<file path="config.mk">
export PLATFORM = sky130hd
export DESIGN_NAME = glnw_ctrl
export DESIGN_NICKNAME = d
export VERILOG_FILES = /design/src/hw/rtl/glnw_pkg.sv /design/src/hw/rtl/glnw_ctrl.sv
export SDC_FILE = /design/constraint.sdc
export NUM_CORES = 1
export LEC_CHECK = 0
export ABC_AREA = 1
export BUFFER_PORTS_ARGS = -buffer_cell sky130_fd_sc_hd__buf_2
export CAP_MARGIN = 15
export CORE_MARGIN = 2
export CORE_UTILIZATION = 55
export DETAILED_ROUTE_END_ITERATION = 10
export PLACE_DENSITY = 0.84
export RECOVER_POWER = 25
export SLEW_MARGIN = 5
export SYNTH_ARGS = -nofsm -noshare
export SYNTH_HDL_FRONTEND = slang
export SYNTH_SLANG_ARGS = --single-unit
</file>
<file path="constraint.sdc">
create_clock -name clk -period 2.56 [get_ports clk]
set_clock_uncertainty 0.15 [all_clocks]
set_input_delay 0.128 -clock clk [delete_from_list [all_inputs] [get_ports clk]]
set_output_delay 0.128 -clock clk [all_outputs]
set_load 0.1 [all_outputs]
</file>
<file path="src/hw/rtl/glnw_pkg.sv">
`timescale 1ns / 1ps
// Shared types, widths and constants for the Gauss-Legendre node/weight unit.
// Used by the controller, datapath, divider and top level; no dependencies.
package glnw_pkg;

	localparam int MAX_POINTS   = 64;
	localparam int FRAC_BITS    = 30;
	localparam int NEWTON_LIMIT = 50;
	localparam int CORDIC_STEPS = 30;

	localparam int IDX_W      = 6;
	localparam int PC_W       = 7;
	localparam int TOL_W      = 8;
	localparam int CFG_IDX_W  = 1;
	localparam int CFG_DATA_W = 8;
	localparam int X_W        = 32;
	localparam int W_W        = 32;
	localparam int ST_W       = 2;
	localparam int C_W        = 33;  // CORDIC x, y, angle
	localparam int P_W        = 36;  // Legendre values
	localparam int D_W        = 33;  // 1 - x^2
	localparam int A_W        = 39;  // P_n * (1 - x^2)
	localparam int NUM_W      = 44;  // short dividend
	localparam int DEN_W      = 44;  // divisor
	localparam int Q_W        = 63;  // long quotient incl. cap value
	localparam int QUO_W      = 62;  // quotient bits shifted out of divider
	localparam int REM_W      = 45;
	localparam int STEP_CNT_W = 5;
	localparam int JCNT_W     = 6;
	localparam int CI_W       = 5;

	localparam int SHORT_STEPS = NUM_W / 2;
	localparam int LONG_STEPS  = QUO_W / 2;

	localparam logic [31:0] PI_Q30   = 32'd3373259426;
	localparam logic [29:0] GAIN_Q30 = 30'd652032874;

	localparam logic [CFG_IDX_W-1:0] CFG_POINT_COUNT = 1'b0;
	localparam logic [CFG_IDX_W-1:0] CFG_TOLERANCE   = 1'b1;

	localparam logic [ST_W-1:0] STATUS_CONVERGED = 2'd0;
	localparam logic [ST_W-1:0] STATUS_LIMIT     = 2'd1;
	localparam logic [ST_W-1:0] STATUS_RANGE     = 2'd2;

	typedef enum logic [4:0] {
		OP_NONE,
		OP_LOAD,
		OP_RANGE_ERR,
		OP_SINGLE,
		OP_THETA,
		OP_CORDIC_INIT,
		OP_CORDIC_ITER,
		OP_CORDIC_END,
		OP_NEWTON_D,
		OP_LEG_INIT,
		OP_LEG_MUL,
		OP_LEG_NUM,
		OP_LEG_UPDATE,
		OP_NEWTON_A,
		OP_NEWTON_B,
		OP_NEWTON_DEN,
		OP_NEWTON_DIV,
		OP_NEWTON_STEP,
		OP_NEWTON_UPDATE,
		OP_SET_LIMIT,
		OP_WEIGHT_D,
		OP_WEIGHT_Q,
		OP_WEIGHT_DIV1,
		OP_WEIGHT_DIV2,
		OP_WEIGHT_END
	} dp_op_t;

	typedef enum logic [4:0] {
		ST_IDLE,
		ST_SETUP,
		ST_THETA_WAIT,
		ST_CORDIC,
		ST_CORDIC_END,
		ST_NEWTON_D,
		ST_NEWTON_CHK,
		ST_LEG_MUL,
		ST_LEG_NUM,
		ST_LEG_WAIT,
		ST_NEWTON_A,
		ST_NEWTON_B,
		ST_NEWTON_DEN,
		ST_NEWTON_DIVS,
		ST_NEWTON_WAIT,
		ST_NEWTON_EVAL,
		ST_WEIGHT_D,
		ST_WEIGHT_LEG,
		ST_WEIGHT_Q,
		ST_WEIGHT_DIV1,
		ST_WEIGHT_WAIT1,
		ST_WEIGHT_WAIT2,
		ST_DONE
	} ctrl_state_t;

	typedef struct packed {
		logic out_of_range;
		logic single;
		logic div_done;
		logic cordic_last;
		logic leg_last;
		logic d_nonpos;
		logic den_zero;
		logic step_small;
		logic step_limit;
	} dp_status_t;

	typedef struct packed {
		dp_op_t op;
		logic   out_load;
	} ctrl_cmd_t;

	function automatic logic [29:0] atan_q30(input logic [CI_W-1:0] k);
		logic [29:0] v;
		unique case (k)
			5'd0:    v = 30'd843314857;
			5'd1:    v = 30'd497837829;
			5'd2:    v = 30'd263043837;
			5'd3:    v = 30'd133525159;
			5'd4:    v = 30'd67021687;
			5'd5:    v = 30'd33543516;
			5'd6:    v = 30'd16775851;
			5'd7:    v = 30'd8388437;
			5'd8:    v = 30'd4194283;
			5'd9:    v = 30'd2097149;
			5'd10:   v = 30'd1048576;
			5'd11:   v = 30'd524288;
			5'd12:   v = 30'd262144;
			5'd13:   v = 30'd131072;
			5'd14:   v = 30'd65536;
			5'd15:   v = 30'd32768;
			5'd16:   v = 30'd16384;
			5'd17:   v = 30'd8192;
			5'd18:   v = 30'd4096;
			5'd19:   v = 30'd2048;
			5'd20:   v = 30'd1024;
			5'd21:   v = 30'd512;
			5'd22:   v = 30'd256;
			5'd23:   v = 30'd128;
			5'd24:   v = 30'd64;
			5'd25:   v = 30'd32;
			5'd26:   v = 30'd16;
			5'd27:   v = 30'd8;
			5'd28:   v = 30'd4;
			5'd29:   v = 30'd2;
			default: v = 30'd0;
		endcase
		return v;
	endfunction

endpackage

</file>
<file path="src/hw/rtl/glnw_ctrl.sv">
`timescale 1ns / 1ps
// Node/weight unit sequencer: one datapath op per cycle unless stalled.
// Depends on glnw_pkg.
module glnw_ctrl (
	input  logic                  clk,
	input  logic                  arst_n,
	input  logic                  in_valid,
	output logic                  in_ready,
	input  logic                  out_free,
	input  glnw_pkg::dp_status_t  stat,
	output glnw_pkg::ctrl_cmd_t   cmd
);
	import glnw_pkg::*;

	ctrl_state_t state_q, state_n;
	logic        weight_phase_q;

	always_ff @(posedge clk or negedge arst_n) begin
		if (!arst_n) begin
			state_q        <= ST_IDLE;
			weight_phase_q <= 1'b0;
		end else begin
			state_q <= state_n;
			if (state_q == ST_NEWTON_CHK)
				weight_phase_q <= 1'b0;
			else if (state_q == ST_WEIGHT_LEG)
				weight_phase_q <= 1'b1;
		end
	end

	always_comb begin
		state_n = state_q;
		unique case (state_q)
			ST_IDLE:       if (in_valid) state_n = ST_SETUP;
			ST_SETUP: begin
				if (stat.out_of_range || stat.single)
					state_n = ST_DONE;
				else
					state_n = ST_THETA_WAIT;
			end
			ST_THETA_WAIT: if (stat.div_done) state_n = ST_CORDIC;
			ST_CORDIC:     if (stat.cordic_last) state_n = ST_CORDIC_END;
			ST_CORDIC_END: state_n = ST_NEWTON_D;
			ST_NEWTON_D:   state_n = ST_NEWTON_CHK;
			ST_NEWTON_CHK: state_n = stat.d_nonpos ? ST_WEIGHT_D : ST_LEG_MUL;
			ST_LEG_MUL:    state_n = ST_LEG_NUM;
			ST_LEG_NUM:    state_n = ST_LEG_WAIT;
			ST_LEG_WAIT: begin
				if (stat.div_done) begin
					if (!stat.leg_last)
						state_n = ST_LEG_MUL;
					else
						state_n = weight_phase_q ? ST_WEIGHT_Q : ST_NEWTON_A;
				end
			end
			ST_NEWTON_A:    state_n = ST_NEWTON_B;
			ST_NEWTON_B:    state_n = ST_NEWTON_DEN;
			ST_NEWTON_DEN:  state_n = ST_NEWTON_DIVS;
			ST_NEWTON_DIVS: state_n = stat.den_zero ? ST_WEIGHT_D : ST_NEWTON_WAIT;
			ST_NEWTON_WAIT: if (stat.div_done) state_n = ST_NEWTON_EVAL;
			ST_NEWTON_EVAL: begin
				if (stat.step_limit || stat.step_small)
					state_n = ST_WEIGHT_D;
				else
					state_n = ST_NEWTON_D;
			end
			ST_WEIGHT_D:     state_n = ST_WEIGHT_LEG;
			ST_WEIGHT_LEG:   state_n = ST_LEG_MUL;
			ST_WEIGHT_Q:     state_n = ST_WEIGHT_DIV1;
			ST_WEIGHT_DIV1:  state_n = ST_WEIGHT_WAIT1;
			ST_WEIGHT_WAIT1: if (stat.div_done) state_n = ST_WEIGHT_WAIT2;
			ST_WEIGHT_WAIT2: if (stat.div_done) state_n = ST_DONE;
			ST_DONE:         if (out_free) state_n = ST_IDLE;
			default:         state_n = ST_IDLE;
		endcase
	end

	always_comb begin
		cmd.op       = OP_NONE;
		cmd.out_load = 1'b0;
		in_ready     = 1'b0;
		unique case (state_q)
			ST_IDLE: begin
				in_ready = 1'b1;
				if (in_valid) cmd.op = OP_LOAD;
			end
			ST_SETUP: begin
				if (stat.out_of_range)
					cmd.op = OP_RANGE_ERR;
				else if (stat.single)
					cmd.op = OP_SINGLE;
				else
					cmd.op = OP_THETA;
			end
			ST_THETA_WAIT: if (stat.div_done) cmd.op = OP_CORDIC_INIT;
			ST_CORDIC:     cmd.op = OP_CORDIC_ITER;
			ST_CORDIC_END: cmd.op = OP_CORDIC_END;
			ST_NEWTON_D:   cmd.op = OP_NEWTON_D;
			ST_NEWTON_CHK: cmd.op = stat.d_nonpos ? OP_SET_LIMIT : OP_LEG_INIT;
			ST_LEG_MUL:    cmd.op = OP_LEG_MUL;
			ST_LEG_NUM:    cmd.op = OP_LEG_NUM;
			ST_LEG_WAIT:   if (stat.div_done) cmd.op = OP_LEG_UPDATE;
			ST_NEWTON_A:   cmd.op = OP_NEWTON_A;
			ST_NEWTON_B:   cmd.op = OP_NEWTON_B;
			ST_NEWTON_DEN: cmd.op = OP_NEWTON_DEN;
			ST_NEWTON_DIVS: cmd.op = stat.den_zero ? OP_SET_LIMIT : OP_NEWTON_DIV;
			ST_NEWTON_WAIT: if (stat.div_done) cmd.op = OP_NEWTON_STEP;
			ST_NEWTON_EVAL: begin
				if (stat.step_limit)
					cmd.op = OP_SET_LIMIT;
				else if (!stat.step_small)
					cmd.op = OP_NEWTON_UPDATE;
			end
			ST_WEIGHT_D:     cmd.op = OP_WEIGHT_D;
			ST_WEIGHT_LEG:   cmd.op = OP_LEG_INIT;
			ST_WEIGHT_Q:     cmd.op = OP_WEIGHT_Q;
			ST_WEIGHT_DIV1:  cmd.op = OP_WEIGHT_DIV1;
			ST_WEIGHT_WAIT1: if (stat.div_done) cmd.op = OP_WEIGHT_DIV2;
			ST_WEIGHT_WAIT2: if (stat.div_done) cmd.op = OP_WEIGHT_END;
			ST_DONE:         cmd.out_load = out_free;
			default: ;
		endcase
	end
endmodule

</file>
==> results of run 1 <==
-- state kept, by name, indices dropped and copies added, names as in the netlist --
register	count
weight_phase_q	1
state_q	5
-- logic make-up after synthesis --
family                 Yosys count
AO/OA/AOI/OAI                   11
flip-flops                       6
AND/OR/NAND/NOR                134
buffers and inverters           26
-- through the flow --
stage	instances	instance area, µm²	setup slack, ns	util	hold WS, ns
after floorplan	177	986	0.158	-	-0.318
after global placement	210	1060	0.314	0.630	-0.195
after detailed placement	210	1060	0.346	0.630	-0.192
after CTS	214	1100	0.0747	0.650	0.0939
after global routing	214	1100	0.00895	0.650	0.177
final	214	1100	0.164	0.650	0.145
-- path summary, 6_finish.rpt --
check,from,endpoint,slack (ns),cells after the start
min in group clk,stat[4],state_q[3],0.15,5
hold / removal,arst_n,state_q[0],0.15,2
setup reg to reg,state_q[1],state_q[3],0.78,9
setup / recovery,state_q[3],cmd[3],0.16,8
max in group asynchronous,arst_n,state_q[4],1.85,2
hold reg to reg,weight_phase_q,weight_phase_q,0.37,2
-- routing by layer --
metal,share of wire,up-vias,wire [µm]
met5,0,-,0
met4,0.011,0,31
met3,0.082,6,242
met2,0.49,69,1440
met1,0.42,552,1230
li1,-,613,-
-- cells in the mapped netlist (all sizes together) --
cell type | instances | area, µm²
dfrtp | 6 | 150
inv | 22 | 82.6
o21ai | 7 | 35.0
nor3b | 1 | 7.51
nor2 | 32 | 158
and3 | 1 | 6.26
nor3 | 6 | 30.0
buf | 4 | 45.0
nand3b | 5 | 37.5
nor4 | 1 | 6.26
nand3 | 25 | 130
a21oi | 3 | 15.0
o2bb2ai | 1 | 8.76
nand4 | 4 | 25.0
nand2 | 59 | 234
-- area by class of cell --
cell class / count / area, µm²
Tap cell: 17 / 21.3
Timing Repair Buffer: 21 / 111
Clock buffer: 3 / 22.5
Sequential cell: 6 / 151
Multi-Input combinational cell: 145 / 708
Fill cell: 171 / 592
Inverter: 22 / 82.6
-- what timing repair did --
action	CTS	global route
setup endpoints to repair	0	3
hold buffers	1	0
hold endpoints to repair	6	0
resized for setup	0	1
-- critical path, stage by stage (launching register included) --
cell,delay [ns]
dfrtp_1,0.42
inv_1,0.12
nand2_1,0.16
nor3_1,0.24
nand3_1,0.22
nand3_1,0.13
inv_1,0.07
nand3_1,0.09
buf_2,0.43
==> out/qor.yml, run 1 <==
cap_violations: 0
critPathKind: "register to primary output"
min_path_type: "primary input to async pin"
cts_tree: "done"
gp_congestion: 0.975
finalCriticalPeriod_ns: 2.40
finalSetupViolations: 0
crit_required_ns: 2.28
nNetsFinal: 212
fin_crit_sh: 0.936
yosys_warnings: 0
critPathMaxFanout: 5
worstPathArrival_ns: 2.12
die_y_um: 46.0
grt.met1_usage: 0.419
cts_htree_levels: 1
mostFrequentLayoutCells: "nand2_1 (54), nor2_1 (25), nand3_1 (24), buf_2 (18), inv_1 (17)"
grt_start_max_net_pins: 11
drc_errors: 0
antenna_cells: 0
top_usage_layer: "met2"
grt_pass1_wl_mm: 4.77
layout_commonest_cell: "nand2_1"
synth.avg_cell_area_um2: 5.49
via_count: 1240
tightest_slew_ns: 0.486
final-hold-violation-count: 0
finalMaxSlewViolations: 0
setup_tns_ns: 0
wl_per_cell_um: 13.7
dieWidth_um: 46.0
insertion_delay_ns: 0.24
area_growth_pct: 13.0
status: "finished, final reports clean"
synth_nets: 190
ios: 20
core_um2: 1690
use_met3: 0.0278
clockBufferDepth: 2
clock.fmax_mhz: 417
fp.dieArea_um2: 2120
synthMuxAreaShare: 0
track_usage: 0.311
placementRows: 15
drt-total-wl_mm: 2.94
synth_top_family_by_area: "simple AND/OR/NAND/NOR gates"
syn_area_um2: 971
numCtsBuffers: 3
cp-start-kind: "register"
postRouteAntennaNets: 0
layout-drive-gt1-share: 0.213
routed_via_density: 5.79
yosysSeqAreaShare: 0.155
grt_remaining_overflow: 0
synth_compound_area_frac: 0.0606
grt_antenna_before_repair: 0
firstDrtPassIters: 4
synth_fa_ha_area_frac: 0
crit_path_end_kind: "primary output"
port-buffer-count: 19
post_cts_buffers: 0
clock-root-buffer: "clkbuf_4"
start_util: 0.575
yosys.area_share.simple: 0.653
grt_pass1_vias: 1098
slew_headroom: 0.678
grtUsageMet2: 0.503
synth_xor_xnor_area_share: 0
cts_sinks: 6
grt_setup_unrepaired: "false"
hpwl_mm: 2.45
ys_seq_elements: 6
synth.distinct_cells: 21
syn_inst: 177
drtIter0Drc: 79
clkTransAtPathRegs_ns: 0.04
Power of run 1 is left out: the tool's default activity adds up to more than one toggle a clock period on the data nets, which glitch-free logic cannot reach.
==> run 2, diff against run 1 <==
Settings changed: MAX_ROUTING_LAYER set to met4.
==> run 2 against run 1 <==
- non-clock buffer count unchanged
- sequential cell count did not move
- sequential share of layout area decreased by 0.16 points
- worst hold slack got worse by 0.0062 ns
- cell area is 0.34% higher
- die area unchanged
==> out/qor.yml, run 2 (synthesis gave the netlist of run 1 again) <==
wl_per_cell_um: 13.2
fillCellCount: 180
worstPathArrival_ns: 2.22
layout-drive-gt1-share: 0.208
grt_start_max_net_pins: 11
ios: 20
layout_commonest_cell: "nand2_1"
finalMaxSlewViolations: 0
dieWidth_um: 46.0
placementRows: 15
cp-start-kind: "register"
grt_antenna_before_repair: 0
fin_crit_sh: 0.976
routed_via_density: 5.57
die_y_um: 46.0
clkTransAtPathRegs_ns: 0.04
grt_setup_unrepaired: "false"
nNetsFinal: 212
tightest_slew_ns: 0.507
grt_remaining_overflow: 0
numCtsBuffers: 3
track_usage: 0.328
port-buffer-count: 19
min_path_type: "primary input to register"
fp.dieArea_um2: 2120
core_um2: 1690
postRouteAntennaNets: 0
critPathMaxFanout: 10
largest_reg_flops: 5
mostFrequentLayoutCells: "nand2_1 (54), nor2_1 (25), nand3_1 (24), inv_1 (17), buf_2 (16)"
slew_headroom: 0.662
setup_tns_ns: 0
clockBufferDepth: 2
regMostFlops: "state_q"
drt-total-wl_mm: 2.83
hpwl_mm: 2.37
reg.largest.list: "state_q: 5 flops, weight_phase_q: 1 flops"
drc_errors: 0
insertion_delay_ns: 0.23
regArea_um2: 150
status: "finished, final reports clean"
multiInputGateArea_um2: 708
drtIter0Drc: 58
crit_path_end_kind: "primary output"
cts_sinks: 6
critPathKind: "register to primary output"
clock-root-buffer: "clkbuf_4"
cts_tree: "done"
area_growth_pct: 13.4
cts_htree_levels: 1
finalSetupViolations: 0
finalCriticalPeriod_ns: 2.50
antenna_cells: 0
grt_pass1_vias: 1109
via_count: 1191
start_util: 0.575
final-hold-violation-count: 0
crit_required_ns: 2.28
clock.fmax_mhz: 400
gp_congestion: 0.980
firstDrtPassIters: 4
post-route-util: 0.652
grt_pass1_wl_mm: 4.83
cap_violations: 0
run 2: path summary, 6_finish.rpt:
kind,startpoint,endpoint,slack [ns],cells after the start
min reg2reg,weight_phase_q,weight_phase_q,0.35,2
max in group asynchronous,arst_n,state_q[3],1.85,2
min,stat[4],state_q[3],0.14,5
min in group asynchronous,arst_n,state_q[0],0.17,2
max,state_q[4],cmd[1],0.06,7
max reg2reg,state_q[4],state_q[2],0.72,9
run 2: timing repair:
action | 4_1_cts | 5_1_grt
endpoints found under the setup margin | 0 | 2
hold buffers | 1 | 0
hold endpoints to repair | 6 | 0
resized for setup | 0 | 2
setup buffers | 0 | 0
run 2: area by class of cell:
class	count	share of cell area
flip-flops and latches	6	0.136
well taps	17	0.0193
clock buffers	3	0.0205
multi-input cells	145	0.643
repair buffers	21	0.106
inverters	22	0.0750
run 2: routing by layer:
metal / routed length [µm] / vias up / GRT usage / part of all wire
met3: 255 / 8 / 0.0714 / 0.090
met4: 39 / 0 / 0.120 / 0.014
met2: 1360 / 59 / 0.506 / 0.48
met1: 1180 / 514 / 0.415 / 0.42
met5: 0 / - / - / 0
li1: - / 610 / - / -
run 2: worst max-delay path, cell delays in order, from the launching register on:
cell,delay [ns]
dfrtp_1,0.65
inv_2,0.19
nor3_1,0.28
nand3_1,0.22
nand2_1,0.10
nor3_1,0.04
nand3_1,0.08
buf_2,0.42
run 2: per-stage QoR:
stage / hold WS, ns / cell area [µm²] / instances / setup slack [ns]
after floorplan: -0.318 / 986 / 177 / 0.158
after global placement: -0.195 / 1060 / 210 / 0.317
after detailed placement: -0.192 / 1060 / 210 / 0.339
after CTS: 0.0944 / 1100 / 214 / 0.0726
after global routing: 0.197 / 1100 / 214 / 0.00537
final: 0.139 / 1100 / 214 / 0.0609
Power of run 2 is left out for the same reason.
